### config.mk
export PLATFORM = sky130hd
export DESIGN_NAME = centered_moving_average_shrinking_edges
export DESIGN_NICKNAME = d
export VERILOG_FILES = /design/src/sv/cmas_pkg.sv /design/src/sv/centered_moving_average_shrinking_edges.sv
export SDC_FILE = /design/constraint.sdc
export NUM_CORES = 1
export LEC_CHECK = 0
export BUFFER_PORTS_ARGS = -buffer_cell sky130_fd_sc_hd__buf_2
export CAP_MARGIN = 25
export CORE_MARGIN = 2
export CORE_UTILIZATION = 45
export CTS_CLUSTER_DIAMETER = 60
export DETAILED_ROUTE_END_ITERATION = 10
export PLACE_DENSITY = 0.6
export SETUP_SLACK_MARGIN = 0.1
export SYNTH_ARGS = -nofsm -noshare
export SYNTH_HDL_FRONTEND = slang
export SYNTH_SLANG_ARGS = --single-unit
### constraint.sdc
create_clock -name clk -period 47.6 [get_ports clk]
set_clock_uncertainty 0.15 [all_clocks]
set_input_delay 2.38 -clock clk [delete_from_list [all_inputs] [get_ports clk]]
set_output_delay 2.38 -clock clk [all_outputs]
set_load 0.01 [all_outputs]
### src/sv/cmas_pkg.sv
// ----------------------------------------------------------------------------
// cmas_pkg
// Shared constants for the centered moving average with shrinking edges.
// ----------------------------------------------------------------------------
package cmas_pkg;

  localparam int MAX_HALF_DEF  = 4;
  localparam int POS_WIDTH_DEF = 24;

  // half width register
  localparam int          HW_CFG_W   = 3;
  localparam logic [2:0]  HW_CFG_RST = 3'd4;

  localparam int NUM_AXES = 3;

endpackage

### src/sv/centered_moving_average_shrinking_edges.sv
// ----------------------------------------------------------------------------
// centered_moving_average_shrinking_edges
// Centered moving average of a 3-D position stream, window shrinks at the ends.
// ----------------------------------------------------------------------------
//  channel | handshake              | payload
//  --------+------------------------+-----------------------------------------
//  input   | in_valid / in_ready    | in_pos_x/y/z, in_final_item
//  result  | out_valid / out_ready  | out_avg_x/y/z, out_end_of_run
//  config  | cfg_we                 | cfg_wdata (half width)
//
//  Each item releases 0 to MAX_HALF+1 results, and each result waits for
//  out_ready. One shared adder does the window sums, the magnitude and
//  rounding steps, the sign restore and a restoring divide that takes one
//  quotient bit a cycle. in_ready is high only when no work is left.
//  Reset is synchronous; history storage needs none.
// ----------------------------------------------------------------------------
module centered_moving_average_shrinking_edges
  import cmas_pkg::*;
#(
  parameter int MAX_HALF  = MAX_HALF_DEF,
  parameter int POS_WIDTH = POS_WIDTH_DEF
) (
  input  logic                        clk,
  input  logic                        rst_n,

  input  logic                        in_valid,
  output logic                        in_ready,
  input  logic signed [POS_WIDTH-1:0] in_pos_x,
  input  logic signed [POS_WIDTH-1:0] in_pos_y,
  input  logic signed [POS_WIDTH-1:0] in_pos_z,
  input  logic                        in_final_item,

  output logic                        out_valid,
  input  logic                        out_ready,
  output logic signed [POS_WIDTH-1:0] out_avg_x,
  output logic signed [POS_WIDTH-1:0] out_avg_y,
  output logic signed [POS_WIDTH-1:0] out_avg_z,
  output logic                        out_end_of_run,

  input  logic                        cfg_we,
  input  logic [HW_CFG_W-1:0]         cfg_wdata
);

  localparam int HIST_DEPTH = 2 * MAX_HALF + 1;
  localparam int IDX_W      = $clog2(HIST_DEPTH);
  localparam int IS_W       = $clog2(HIST_DEPTH + 1);
  localparam int NOP_W      = $clog2(MAX_HALF + 2);
  localparam int HW_W       = $clog2(MAX_HALF + 1);
  localparam int ACC_W      = POS_WIDTH + IDX_W;
  localparam int NUM_W      = ACC_W + 1;
  localparam int ALU_W      = NUM_W + 1;
  localparam int DEN_W      = $clog2(4 * MAX_HALF + 3);
  localparam int REM_W      = DEN_W + 1;
  localparam int DCNT_W     = $clog2(NUM_W + 1);
  localparam int AX_W       = $clog2(NUM_AXES);

  typedef enum logic [2:0] {
    S_IDLE,
    S_CHECK,
    S_ACC,
    S_MAG,
    S_NUM,
    S_DIV,
    S_RES,
    S_EMIT
  } state_t;

  state_t                      state_r;
  logic [HW_CFG_W-1:0]         half_width_r;
  logic signed [POS_WIDTH-1:0] hist_r [NUM_AXES][HIST_DEPTH];
  logic [IS_W-1:0]             items_r;
  logic [NOP_W-1:0]            nop_r;
  logic [HW_W-1:0]             hw_r;
  logic [HW_W-1:0]             h_r;
  logic                        final_r;
  logic [AX_W-1:0]             axis_r;
  logic [IDX_W-1:0]            idx_r;
  logic [IDX_W-1:0]            idx0_r;
  logic [IDX_W-1:0]            cnt_r;
  logic [ALU_W-1:0]            acc_r;
  logic                        neg_r;
  logic [NUM_W-1:0]            num_r;
  logic [DEN_W-1:0]            rem_r;
  logic [DCNT_W-1:0]           dcnt_r;
  logic signed [POS_WIDTH-1:0] avg_r [NUM_AXES];
  logic                        out_valid_r;
  logic                        eor_r;

  // effective half width from the register, saturated
  logic [HW_W-1:0] hw_cfg;
  always_comb begin
    if (32'(half_width_r) > MAX_HALF) begin
      hw_cfg = HW_W'(MAX_HALF);
    end else begin
      hw_cfg = HW_W'(half_width_r);
    end
  end

  // window for the oldest pending result
  logic [IS_W-1:0] nop_e, off_e, bef_e, hw_e, h_e;
  logic            emit_go;
  always_comb begin
    nop_e = IS_W'(nop_r);
    hw_e  = IS_W'(hw_r);
    off_e = nop_e - IS_W'(1);
    if (items_r >= nop_e) begin
      bef_e = items_r - nop_e;
    end else begin
      bef_e = '0;
    end
    h_e = hw_e;
    if (bef_e < h_e) begin
      h_e = bef_e;
    end
    if (off_e < h_e) begin
      h_e = off_e;
    end
    emit_go = (nop_r != '0) && (final_r || (nop_e > hw_e));
  end

  // shared adder
  logic signed [POS_WIDTH-1:0] hist_rd;
  logic [REM_W-1:0]            div_sh;
  logic [REM_W-1:0]            div_d;
  logic [ALU_W-1:0]            alu_a, alu_b, alu_y;
  logic                        alu_cin;
  logic                        div_neg;

  assign hist_rd = hist_r[axis_r][idx_r];
  assign div_sh  = {rem_r, num_r[NUM_W-1]};
  assign div_d   = REM_W'({h_r, 2'b10});

  always_comb begin
    alu_a   = '0;
    alu_b   = '0;
    alu_cin = 1'b0;
    unique case (state_r)
      S_ACC: begin
        alu_a = acc_r;
        alu_b = {{(ALU_W-POS_WIDTH){hist_rd[POS_WIDTH-1]}}, hist_rd};
      end
      S_MAG: begin
        alu_a   = acc_r[ALU_W-1] ? ~acc_r : acc_r;
        alu_cin = acc_r[ALU_W-1];
      end
      S_NUM: begin
        alu_a = {acc_r[ALU_W-2:0], 1'b0};
        alu_b = ALU_W'({h_r, 1'b1});
      end
      S_DIV: begin
        alu_a   = ALU_W'(div_sh);
        alu_b   = ~ALU_W'(div_d);
        alu_cin = 1'b1;
      end
      S_RES: begin
        alu_a   = neg_r ? ~ALU_W'(num_r) : ALU_W'(num_r);
        alu_cin = neg_r;
      end
      default: begin
        alu_a = '0;
      end
    endcase
    alu_y = alu_a + alu_b + ALU_W'(alu_cin);
  end

  assign div_neg = alu_y[ALU_W-1];

  always_ff @(posedge clk) begin
    if (!rst_n) begin
      state_r      <= S_IDLE;
      half_width_r <= HW_CFG_RST;
      items_r      <= '0;
      nop_r        <= '0;
      final_r      <= 1'b0;
      out_valid_r  <= 1'b0;
      eor_r        <= 1'b0;
    end else begin
      if (cfg_we) begin
        half_width_r <= cfg_wdata;
      end
      unique case (state_r)
        S_IDLE: begin
          if (in_valid) begin
            for (int i = HIST_DEPTH - 1; i > 0; i--) begin
              for (int a = 0; a < NUM_AXES; a++) begin
                hist_r[a][i] <= hist_r[a][i-1];
              end
            end
            hist_r[0][0] <= in_pos_x;
            hist_r[1][0] <= in_pos_y;
            hist_r[2][0] <= in_pos_z;
            if (32'(items_r) < HIST_DEPTH) begin
              items_r <= items_r + IS_W'(1);
            end
            if (32'(nop_r) < MAX_HALF + 1) begin
              nop_r <= nop_r + NOP_W'(1);
            end
            final_r <= in_final_item;
            hw_r    <= hw_cfg;
            state_r <= S_CHECK;
          end
        end
        S_CHECK: begin
          if (emit_go) begin
            h_r     <= HW_W'(h_e);
            idx0_r  <= IDX_W'(off_e - h_e);
            idx_r   <= IDX_W'(off_e - h_e);
            cnt_r   <= IDX_W'(h_e << 1);
            axis_r  <= '0;
            acc_r   <= '0;
            state_r <= S_ACC;
          end else begin
            if (final_r) begin
              items_r <= '0;
              nop_r   <= '0;
            end
            state_r <= S_IDLE;
          end
        end
        S_ACC: begin
          acc_r <= alu_y;
          if (cnt_r == '0) begin
            state_r <= S_MAG;
          end else begin
            idx_r <= idx_r + IDX_W'(1);
            cnt_r <= cnt_r - IDX_W'(1);
          end
        end
        S_MAG: begin
          neg_r   <= acc_r[ALU_W-1];
          acc_r   <= alu_y;
          state_r <= S_NUM;
        end
        S_NUM: begin
          // numerator 2*|sum| + den, divided by 2*den below
          num_r   <= alu_y[NUM_W-1:0];
          rem_r   <= '0;
          dcnt_r  <= DCNT_W'(NUM_W);
          state_r <= S_DIV;
        end
        S_DIV: begin
          rem_r  <= div_neg ? div_sh[DEN_W-1:0] : alu_y[DEN_W-1:0];
          num_r  <= {num_r[NUM_W-2:0], ~div_neg};
          dcnt_r <= dcnt_r - DCNT_W'(1);
          if (dcnt_r == DCNT_W'(1)) begin
            state_r <= S_RES;
          end
        end
        S_RES: begin
          avg_r[axis_r] <= alu_y[POS_WIDTH-1:0];
          if (32'(axis_r) == NUM_AXES - 1) begin
            out_valid_r <= 1'b1;
            eor_r       <= final_r && (nop_r == NOP_W'(1));
            state_r     <= S_EMIT;
          end else begin
            axis_r  <= axis_r + AX_W'(1);
            idx_r   <= idx0_r;
            cnt_r   <= IDX_W'({h_r, 1'b0});
            acc_r   <= '0;
            state_r <= S_ACC;
          end
        end
        S_EMIT: begin
          if (out_ready) begin
            out_valid_r <= 1'b0;
            nop_r       <= nop_r - NOP_W'(1);
            state_r     <= S_CHECK;
          end
        end
        default: begin
          state_r <= S_IDLE;
        end
      endcase
    end
  end

  assign in_ready       = (state_r == S_IDLE);
  assign out_valid      = out_valid_r;
  assign out_avg_x      = avg_r[0];
  assign out_avg_y      = avg_r[1];
  assign out_avg_z      = avg_r[2];
  assign out_end_of_run = eor_r;

`ifndef SYNTHESIS
  // no result is left waiting once new input is taken
  a_idle_no_result: assert property (@(posedge clk) disable iff (!rst_n)
    in_ready |-> !out_valid)
    else $error("input ready while a result is pending");

  a_nop_bound: assert property (@(posedge clk) disable iff (!rst_n)
    32'(nop_r) <= MAX_HALF + 1)
    else $error("pending count out of range");

  // end of a stream clears the counters
  a_stream_clear: assert property (@(posedge clk) disable iff (!rst_n)
    (state_r == S_CHECK && !emit_go && final_r) |=> (nop_r == '0 && items_r == '0))
    else $error("stream counters not cleared after final item");

  a_eor_last: assert property (@(posedge clk) disable iff (!rst_n)
    (out_valid && out_end_of_run) |-> (final_r && nop_r == NOP_W'(1)))
    else $error("end of run flag on a result that is not the last");

  a_window_bound: assert property (@(posedge clk) disable iff (!rst_n)
    (state_r == S_ACC) |-> (h_r <= hw_r))
    else $error("window wider than the half width");
`endif

endmodule
# After elaboration in Yosys (flattened, before gate mapping)
# Memories as Yosys holds them, arrays and structs flattened. A register that Yosys moved wholly into a read port is not among the register bits.
# Cells that the tools add are included.
[word_totals]
register_bits = 106
ramBits = 720
in_bits = 81
output_inout_bits = 75
wordCells = 152
n_memories = 2
[classes]
add_sub_neg = 12
n_lt_le_gt_ge = 8
eq_ne = 22
mux = 58
bitwise_logic = 5
n_reduce_logical = 27
[mem_list]
columns = ["name", "depth", "word_bits", "rd", "rd_ports_with_merged_regs", "write_ports", "line", "text"]
rows = [
  ["hist_r", 3, 216, 4, 1, 3, "centered_moving_average_shrinking_edges.sv:70", "logic signed [POS_WIDTH-1:0] hist_r [NUM_AXES][HIST_DEPTH];"],
  ["avg_r", 3, 24, 3, 0, 1, "centered_moving_average_shrinking_edges.sv:85", "logic signed [POS_WIDTH-1:0] avg_r [NUM_AXES];"],
]
[op_table]
columns = ["operator", "n"]
rows = [
  ["30-bit case mux with 3 select lines", 2],
  ["30-bit case mux with 5 select lines", 1],
  ["30-bit 2-to-1 mux", 4],
  ["24-bit binary-select mux with 4-bit select", 1],
  ["29-bit case mux with 2 select lines", 1],
  ["4-bit 2-to-1 mux", 13],
  ["24-bit 2-to-1 mux", 2],
  ["30-bit by 1-bit adder with 30-bit output", 1],
  ["30-bit adder", 1],
  ["3-bit 2-to-1 mux", 10],
  ["29-bit inverter with 30-bit output", 1],
  ["30-bit inverter", 1],
  ["5-bit inverter with 30-bit output", 1],
  ["3-bit case mux with 8 select lines", 1],
  ["4-bit case mux with 3 select lines", 2],
  ["2-bit inequality test (second input constant)", 10],
  ["5-bit case mux with 2 select lines", 2],
  ["3-bit equality test (second input constant)", 4],
  ["4-bit AND reduction", 3],
  ["3-bit nonzero test", 4],
  ["5-bit AND reduction", 2],
  ["1-bit 2-to-1 mux", 9],
  ["3-bit case mux with 3 select lines", 1],
  ["3-bit AND reduction", 3],
  ["38 further kinds", 52],
]

# Longest topological paths before layout
# Gate-level depths: netlist (run 1).
[depth]
ltp_word = 9
depth_mapped = 25
ltp_nobuf = 25

# Least setup slack after synthesis (run 1)
# No wires, ideal clock.
[synth_timing]
path_kind = "input-to-reg"
start = "in in_valid"
end = "mem hist_r[0][0] (netlist name) (enable)"
arrival_ns = 17.094
slack_ns = 29.249
cell_stages = 1
cell_sequence = "and3_1"
[synth_rtl]
columns = ["item", "line", "text"]
rows = [
  ["start, declared", "centered_moving_average_shrinking_edges.sv:26", "input logic in_valid,"],
  ["end, declared", "centered_moving_average_shrinking_edges.sv:70", ""],
]

==> results of run 1 <==
## report_power, final
part           internal, mW  leakage [nW]  switching (mW)
logic                0.0859          4.98           0.138
registers             0.880          7.62          0.0263
clock network         0.408          1.42           0.286
## metal layers
metal / up-vias / share of wire / global-route usage
met5: - / 0 / 0
met4: 0 / 0.019 / 0.0500
met3: 89 / 0.045 / 0.0238
met2: 468 / 0.47 / 0.278
met1: 9790 / 0.46 / 0.256
li1: 9063 / - / -
## flip-flops by register name, summed over array words and instances, names as in the netlist, 2 cells and up, named ones only
signal and cells:
hist_r 648, items_r 4, idx_r 4, dcnt_r 5, axis_r 2, acc_r 30, hw_r 3, cnt_r 4
nop_r 3, num_r 29, avg_r 72, half_width_r 3, h_r 3, state_r 3, rem_r 5, idx0_r 4
## stage by stage
step	worst slack [ps]	cells	cell area, um^2	power, mW
after floorplan	29250	2267	35300	1.11
after global placement	41280	3369	37200	1.13
after detailed placement	41270	3369	37200	1.15
after CTS	41290	3529	40200	1.84
after global routing	40880	3531	40200	1.90
final	41390	3531	40200	1.82
## final cells by class
cell class / instances / area share
Timing Repair Buffer: 185 / 0.0274
Multi-Input combinational cell: 1267 / 0.248
Inverter: 51 / 0.00476
Sequential cell: 828 / 0.614
Tap cell: 1040 / 0.0324
Clock inverter: 51 / 0.0165
Clock buffer: 109 / 0.0573
## cell families (layout without fill, tap and decap cells)
family,count (synthesis),count (layout),share of synthesized area
compound gates,412,412,0.0692
fa+ha+maj,59,59,0.0218
mux,274,274,0.115
flops,828,828,0.699
buf+inv,172,396,0.0192
xor+xnor,93,93,0.0231
simple gates,429,429,0.0528
## path summary, 6_finish.rpt
path / endpoint / slack, ps
setup / recovery: num_r[22]$_DFFE_PP_ / 41390
hold / removal: hist_r[2][41]$_DFFE_PP_ / 270
setup reg to reg: num_r[22]$_DFFE_PP_ / 41390
hold reg to reg: hist_r[2][41]$_DFFE_PP_ / 270
## placed cells by master (no fill, tap or decap), types with 5 or more instances in the layout
master / count
xnor2_1: 29
clkinv_1: 15
mux2_2: 21
dfxtp_1: 16
bufinv_16: 11
a211oi_1: 12
clkbuf_16: 89
nor3_1: 21
buf_12: 5
a31oi_1: 9
nand4_1: 7
nand3_1: 16
o21a_1: 5
buf_2: 155
nand2b_1: 7
a21o_1: 12
o31ai_1: 7
ha_1: 55
or3_1: 5
a22oi_1: 25
o221ai_1: 24
mux4_2: 102
a21oi_1: 153
o211ai_1: 8
buf_4: 23
mux2i_1: 149
clkinv_2: 10
clkbuf_1: 20
inv_1: 51
and2_1: 17
edfxtp_1: 810
nor2b_1: 10
nand2_1: 137
o21ai_0: 128
and3_1: 10
nor2_1: 179
xor2_1: 64
## worst register-to-register path, cell delays in order (launching register included)
cell and delay (ps):
dfxtp_4 740, buf_12 810, mux4_2 690, o21ai_0 190, mux4_2 280, o221ai_1 150, fa_1 480, fa_1 450
a211oi_1 400, o21a_1 210, o31ai_1 120, a21boi_0 620, o31ai_1 170, xor2_1 220, mux2_2 290
==> metrics, run 1 <==
clock buffer depth 3; Final Hold Viols 0; sequential area share after synthesis 0.699; crit-path cells buf_12, mux4_2, o21ai_0, mux4_2, o221ai_1, fa_1, fa_1, a211oi_1, o21a_1, o31ai_1, a21boi_0, o31ai_1, xor2_1, mux2_2; Synth area leader edfxtp_1; max_cap viols 0; NumNets Final 2562; Clk pin slew, worst setup/hold paths 60 ps; Final Util 0.518; Post-synth EDFFs 810; # DRC 0; Register Area 24700 um^2; Initial Util 0.455; CTS H-Tree Depth 3; fill count 6497; Worst R2R Path Depth 14; post-DP HPWL 42900 um; Post-CTS Resized 0; Initial DRT Pass Iterations 5; Mapped Nets 2407; Final GP Congestion 0.871; Hold Path Cell Cnt 0; Lkg Pwr 14.0 nW; Layout area overhead 13.9%; multi-input logic area 9960 um^2; # clock sinks 828; CP max-delay cell buf_12; Via Count 19410; register bit count reported by yosys 828; Slew Limit Fails 0; post-route clock period utilization 0.130; Clock Latency Late Sink 660 ps; routed wire length 70900 um; hold_ws 274 ps; Tmin final 6210 ps; mapped cell area 35300 um^2; Vias per Instance 5.50; Final setup viols 0; layout cells sized above 1 0.181; Most used DFF post-synth edfxtp_1; critical path depth 14; top cells by instance count after synthesis 810 x edfxtp_1, 183 x nor2_1, 153 x a21oi_1; number of global-route vias before repair 19554; Worst Tran Pin Value 1140 ps; critical path's top delay family compound AO/OA/AOI/OAI gates; hold_buf cts 0; RSZ-0062 raised after global routing no; # diodes 0; Area contributors post-synth edfxtp_1 69%, mux4_2 6.5%, mux2i_1 4.2%; core box area 77600 um^2; wire per inst 20.1 um; io pins 156; Yosys cell types 63; Chip Width 284 um; Root Buffer clkbuf_16; count leader, synth edfxtp_1; Worst Setup End Kind register; WS Path Type reg -> reg; largest net degree at the start of global routing 215; die area 80700 um^2; Synth Area per Inst 15.6 um^2; Total GRT Usage 0.176; Fin Setup TNS 0 ps; Hold WC Path Type reg -> reg; Die H 284 um; CP Buf/Inv Count 1; max incr delay on CP 780 ps; WP data required 47830 ps; post-route ant nets 0; CTS Buf Count 89; pwr dens 45.4 nW/um^2; Setup Buffers After CTS 0; Starting DRT DRC Count 1896; IO buf count 155; grt total ovfl 0; startpoint types register; status finished clean; Worst EP arrival 6440 ps; f_max 161 MHz; Crit Path Max Fanout 128; worst vdd ir 0.0000359 V; Post-synth ARST share 0; CTS tree done; initial antenna violation count 2; Synth Instances 2267; Ys Warns 0; min-delay src hist_r[2][65]$_DFFE_PP_; Slew HR 0.243; # rows 102; Yosys top cell area share 0.689; first-pass GRT wire length 112000 um
(Power assumes the default switching activity.)
==> inputs of run 2 (changes only) <==
--- a/config.mk
+++ b/config.mk
@@ -11,7 +11,7 @@
 export CORE_UTILIZATION = 45
 export CTS_CLUSTER_DIAMETER = 60
 export DETAILED_ROUTE_END_ITERATION = 10
-export PLACE_DENSITY = 0.6
+export PLACE_DENSITY = 0.63
 export SETUP_SLACK_MARGIN = 0.1
 export SYNTH_ARGS = -nofsm -noshare
 export SYNTH_HDL_FRONTEND = slang
==> constraint.sdc (replaced) <==
create_clock -name clk -period 5.36 [get_ports clk]
set_clock_uncertainty 0.15 [all_clocks]
set_input_delay 0.268 -clock clk [delete_from_list [all_inputs] [get_ports clk]]
set_output_delay 0.268 -clock clk [all_outputs]
set_load 0.01 [all_outputs]
==> run 2 against run 1 <==
Against the previous run:
- critical endpoint is now num_r[16]$_DFFE_PP_
- maximum frequency is 24% higher
- global-route usage rose by 0.36 points
- highest routed layer unchanged
- power grew to 8.9 times the previous value
==> metrics, run 2 (synthesized netlist as in run 1, its figures left out) <==
CTS H-Tree Depth 3 (unchanged); post-route clock period utilization 0.934 (+0.804); setup ws final 352 ps (-41040 ps); Lkg Pwr 14.6 nW (+4.3%); post-DP HPWL 46600 um (+8.5%); grt total ovfl 0 (unchanged); switching part of the total 0.252 (+0.00462); RSZ-0062 raised after global routing yes; Chip Width 284 um (unchanged); IO buf count 155 (unchanged); Slew HR 0.351 (+0.108); clock buffer depth 3 (unchanged); Comb power frac 0.139 (+0.016); Clock Latency Late Sink 640 ps (-20 ps); Initial Util 0.455 (unchanged); commonest non-fill, non-tap cell in the layout edfxtp_1; Crit Path Max Fanout 17 (-87%); die area 80700 um^2 (unchanged); status finished clean; Total GRT Usage 0.179 (+0.00356); io pins 156 (unchanged); Root Buffer clkbuf_16; Vias per Instance 5.46 (-0.59%); CTS Buf Count 88 (-1.1%); Worst EP arrival 5240 ps (-1200 ps); Final Util 0.535 (+0.0172); post-route ant nets 0 (unchanged); Via Count 20016 (+3.1%); Worst Setup End Kind register; WP data required 5590 ps (-42240 ps); # clock sinks 828 (unchanged); max reg flops 648 (unchanged); Worst Tran Pin Value 973 ps (-162 ps); startpoint types register; Slew Limit Fails 0 (unchanged); NumNets Final 2690 (+5.0%); Tmin final 5010 ps (-1200 ps); # diodes 0 (unchanged); Final GP Congestion 0.920 (+5.6%); f_max 200 MHz (+24%); number of global-route vias before repair 19946 (+2.0%); max_cap viols 0 (unchanged); Int Power 12.2 mW (+790%); P_sw 4.09 mW (+810%); Starting DRT DRC Count 1731 (-8.7%); Final setup viols 0 (unchanged); largest net degree at the start of global routing 171 (-20%); Hold WC Path Type in -> reg; CTS tree done; wire per inst 20.1 um (+0.27%); initial antenna violation count 0 (-2); # DRC 0 (unchanged); pwr dens 391 nW/um^2 (+760%); # rows 102 (unchanged); Place WS -14.2 ps (-41280 ps); biggest regs hist_r (648), avg_r (72), acc_r (30); Final Hold Viols 0 (unchanged); Layout area overhead 17.7%; routed wire length 73700 um (+4.0%); clock power share 0.366 (-0.015); largest reg by FF count hist_r; Initial DRT Pass Iterations 5 (unchanged); Die H 284 um (unchanged); WS Path Type reg -> reg; worst vdd ir 0.000289 V (+710%); Flop pwr share 0.495 (-0.002); core box area 77600 um^2 (unchanged); first-pass GRT wire length 114000 um (+1.7%); layout cells sized above 1 0.197 (+0.0161); most frequent cells in the layout 810 x edfxtp_1, 179 x nor2_1, 155 x buf_2; Clk pin slew, worst setup/hold paths 60 ps (about the same)
[run 2: worst paths after layout]
path                                         startpoint                 endpoint  slack (ps)  cells after the start
worst min register to register  hist_r[1][80]$_DFFE_PP_  hist_r[1][56]$_DFFE_PP_         280                      0
worst min-delay path                           in_valid    hw_r[2]$_SDFFCE_PN1P_          50                      2
worst max register to register                 register      num_r[16]$_DFFE_PP_         350                     14
worst max-delay path                           register      num_r[16]$_DFFE_PP_         350                     14
[run 2: worst max-delay path, stage by stage, from the launching register on]
cell,delay [ps]
dfxtp_4,400
buf_12,220
mux4_2,510
o21ai_0,170
mux4_2,290
o221ai_1,150
fa_1,490
fa_1,450
a211oi_1,390
o21ai_0,160
a31oi_1,250
o21bai_1,160
o41ai_1,430
xnor2_1,220
mux2_2,300
[run 2: power by group through the flow]
stage | sequential (mW) | combinational (mW) | clock (mW)
global route | 8.09 | 2.49 | 6.34
global placement | 8.15 | 2.01 | 0
finish | 8.04 | 2.26 | 5.94
floorplan | 8.16 | 1.47 | 0
CTS | 8.04 | 2.15 | 6.09
detailed placement | 8.17 | 2.07 | 0
[run 2: final cells by class]
type / count / area (um^2)
sequential: 828 / 24700
clock inverter: 50 / 529
inverter: 51 / 191
multi-input combinational: 1267 / 10000
tap: 1040 / 1300
clock buffer: 113 / 2320
fill: 6301 / 36000
timing repair buffer: 314 / 2460
[run 2: through the flow]
stage | std cells | hold slack (ps) | total power, mW | setup TNS [ps] | cell area, um^2
5_1_grt | 3663 | 43.5 | 16.9 | 0 | 41500
6_report | 3663 | 54.6 | 16.2 | 0 | 41500
4_1_cts | 3659 | 19.1 | 16.3 | 0 | 41400
2_1_floorplan | 2267 | 180 | 9.63 | -499980 | 35300
3_5_place_dp | 3412 | 279 | 10.2 | -14.2 | 37700
3_3_place_gp | 3411 | 273 | 10.2 | 0 | 37700
[run 2: per-layer routing]
metal / routed length (um) / vias to the layer above / GRT usage
li1: - / 9340 / -
met1: 33700 / 9994 / 0.256
met2: 34900 / 565 / 0.284
met3: 3700 / 117 / 0.0315
met4: 1550 / 0 / 0.0503
met5: 0 / - / 0
[run 2: timing repair]
| item | in CTS | in global routing |
|---|---|---|
| gates resized for setup | 2 | 28 |
| hold buffers | 83 | 0 |
| cloned | 0 | 2 |
| pin swaps | 1 | 2 |
| hold endpoints to repair | 79 | 0 |
| setup endpoints to repair | 3 | 23 |
| buffers inserted | 1 | 2 |
==> inputs of run 3 (changes only) <==
--- a/config.mk
+++ b/config.mk
@@ -8,10 +8,10 @@
 export BUFFER_PORTS_ARGS = -buffer_cell sky130_fd_sc_hd__buf_2
 export CAP_MARGIN = 25
 export CORE_MARGIN = 2
-export CORE_UTILIZATION = 45
+export CORE_UTILIZATION = 35
 export CTS_CLUSTER_DIAMETER = 60
 export DETAILED_ROUTE_END_ITERATION = 10
-export PLACE_DENSITY = 0.63
+export PLACE_DENSITY = 0.51
 export SETUP_SLACK_MARGIN = 0.1
 export SYNTH_ARGS = -nofsm -noshare
 export SYNTH_HDL_FRONTEND = slang
==> run 3 against run 2 <==
Against the previous run:
- power increased by 2.8%
- maximum frequency down 3.9%
- first-iteration DRC count increased by 1.0%
- combinational power hardly changed
- non-clock buffer count grew 13
- largest cell class unchanged
- highest routed layer unchanged
==> metrics, run 3 (synthesized netlist as in run 1, its figures left out) <==
largest net degree at the start of global routing 174 (+1.8%); max_cap viols 0 (unchanged); P_sw 4.20 mW (+2.9%); WS Path Type reg -> reg; CTS H-Tree Depth 3 (unchanged); critical path's top delay family compound AO/OA/AOI/OAI gates; Initial Util 0.353 (-0.102); Layout area overhead 19.6%; Flop pwr share 0.482 (-0.013); worst vdd ir 0.000277 V (-4.2%); pwr dens 396 nW/um^2 (+1.2%); Place WS 130 ps (+144 ps); WP data required 5630 ps (+40 ps); # DRC 0 (unchanged); multi-input logic area 10000 um^2 (about the same); Lkg Pwr 14.8 nW (+1.2%); Slew Limit Fails 0 (unchanged); f_max 192 MHz (-3.9%); die area 103000 um^2 (+28%); Final Util 0.422 (-0.113); Starting DRT DRC Count 1749 (+1.0%); Clk pin slew, worst setup/hold paths 60 ps (about the same); design area 42200 um^2 (+1.6%); clock buffer depth 3 (unchanged); CP max-delay cell mux4_2; CP Buf/Inv Count 4 (+3); layout cells sized above 1 0.201 (+0.00388); # rows 116 (+14%); Via Count 20103 (+0.43%); most frequent cells in the layout 810 x edfxtp_1, 179 x nor2_1, 155 x buf_2; Worst Setup End Kind register; IO buf count 155 (unchanged); Comb power frac 0.137 (-0.002); post-route clock period utilization 0.972 (+0.0381); post-DP HPWL 50400 um (+8.2%); first-pass GRT wire length 121000 um (+5.7%); clock power share 0.382 (+0.016); NumNets Final 2709 (+0.71%); commonest non-fill, non-tap cell in the layout edfxtp_1; status finished clean; Root Buffer clkbuf_16; Die H 322 um (+13%); Final Hold Viols 0 (unchanged); CTS tree done; Worst Tran Pin Value 1030 ps (+61.7 ps); Final setup viols 0 (unchanged); RSZ-0062 raised after global routing yes; setup ws final 148 ps (-204 ps); Final GP Congestion 0.839 (-8.9%); max reg flops 648 (unchanged); Hold WC Path Type in -> reg; Register Area 24700 um^2 (about the same); Worst EP arrival 5480 ps (+240 ps); number of global-route vias before repair 20351 (+2.0%); largest reg by FF count hist_r; Total GRT Usage 0.150 (-0.0288); # clock sinks 828 (unchanged); Slew HR 0.310 (-0.0412); Vias per Instance 5.09 (-6.8%); Clock Latency Late Sink 670 ps (+30 ps); hold_ws 150 ps (+95.1 ps); reg-to-reg slack, setup 150 ps (-200 ps); biggest regs hist_r (648), avg_r (72), acc_r (30); Tmin final 5210 ps (+204 ps); routed wire length 77900 um (+5.7%); Fin Setup TNS 0 ps (unchanged); startpoint types register; wire per inst 19.8 um (-1.9%); post-route ant nets 0 (unchanged); Chip Width 322 um (+13%); io pins 156 (unchanged); core box area 100000 um^2 (+29%); switching part of the total 0.252 (about the same); grt total ovfl 0 (unchanged); Area after DPL 38100 um^2 (+1.2%); CTS Buf Count 94 (+6.8%); Crit Path Max Fanout 24 (+7); crit-path cells buf_12, buf_12, mux4_2, o21ai_0, mux4_2, o221ai_1, buf_4, ha_1, a21o_1, a2111oi_0, o31ai_2, a21boi_0, buf_4, o31ai_1, xor2_1, mux2_2; Initial DRT Pass Iterations 5 (unchanged); max incr delay on CP 520 ps (about the same); fill count 8913 (+41%); initial antenna violation count 3 (+3); Int Power 12.5 mW (+2.8%)
-- run 3: changes by cell type in the layout (fill, tap and decap cells not counted), moves of 6 or more --
cell and change:
clkinvlp_4 +6, clkinv_1 +11, clkbuf_1 -7, buf_4 +11, buf_12 +6, clkinv_2 -8
-- run 3: path summary, 6_finish.rpt --
kind / startpoint / to / cells past startpoint
max: register / num_r[22]$_DFFE_PP_ / 16
min: in_pos_z[5] / hist_r[2][197]$_DFFE_PP_ / 2
min reg2reg: hist_r[0][189]$_DFFE_PP_ / hist_r[0][165]$_DFFE_PP_ / 0
max reg2reg: register / num_r[22]$_DFFE_PP_ / 16
-- run 3: metal layers --
metal | up-vias | global-route usage | part of all wire | wire length (um)
met2 | 459 | 0.234 | 0.46 | 35700
li1 | 9383 | - | - | -
met3 | 115 | 0.0242 | 0.048 | 3760
met5 | - | 0 | 0 | 0
met4 | 0 | 0.0475 | 0.023 | 1790
met1 | 10146 | 0.216 | 0.47 | 36700
-- run 3: stage by stage --
stage,power [mW],cells
after floorplan,9.63,2267
after global placement,10.2,3681
after detailed placement,10.3,3681
after CTS,16.8,3941
after global routing,17.4,3945
final,16.7,3946
-- run 3: worst register-to-register path: cells and delay by family, from the launching register on --
kind	cells	cell delay [ps]
flops	1	370
compound gates	7	1910
mux	3	1170
buf+inv	4	880
fa+ha+maj	1	310
xor+xnor	1	170
-- run 3: what timing repair did --
action                                  4_1_cts  5_1_grt
hold buffers                                 84        0
endpoints found under the setup margin        1       29
setup buffers                                 2        4
endpoints found under the hold margin        82        0
pin swaps                                     1        4
resized for setup                             0       20
-- run 3: area by class of cell --
| class | instances | area share |
|---|---|---|
| Timing Repair Buffer | 327 | 0.0606 |
| Clock buffer | 113 | 0.0584 |
| Clock inverter | 61 | 0.0149 |
| Multi-Input combinational cell | 1267 | 0.238 |
| Inverter | 51 | 0.00454 |
| Antenna cell | 1 | 0.0000593 |
| Sequential cell | 828 | 0.585 |
| Tap cell | 1298 | 0.0385 |
-- run 3: power groups by stage --
stage	Clock, mW	Combinational, mW	Sequential, mW
3_5_place_dp	0	2.10	8.18
6_report	6.37	2.28	8.04
2_1_floorplan	0	1.47	8.16
4_1_cts	6.57	2.19	8.05
3_3_place_gp	0	2.05	8.15
5_1_grt	6.82	2.53	8.10
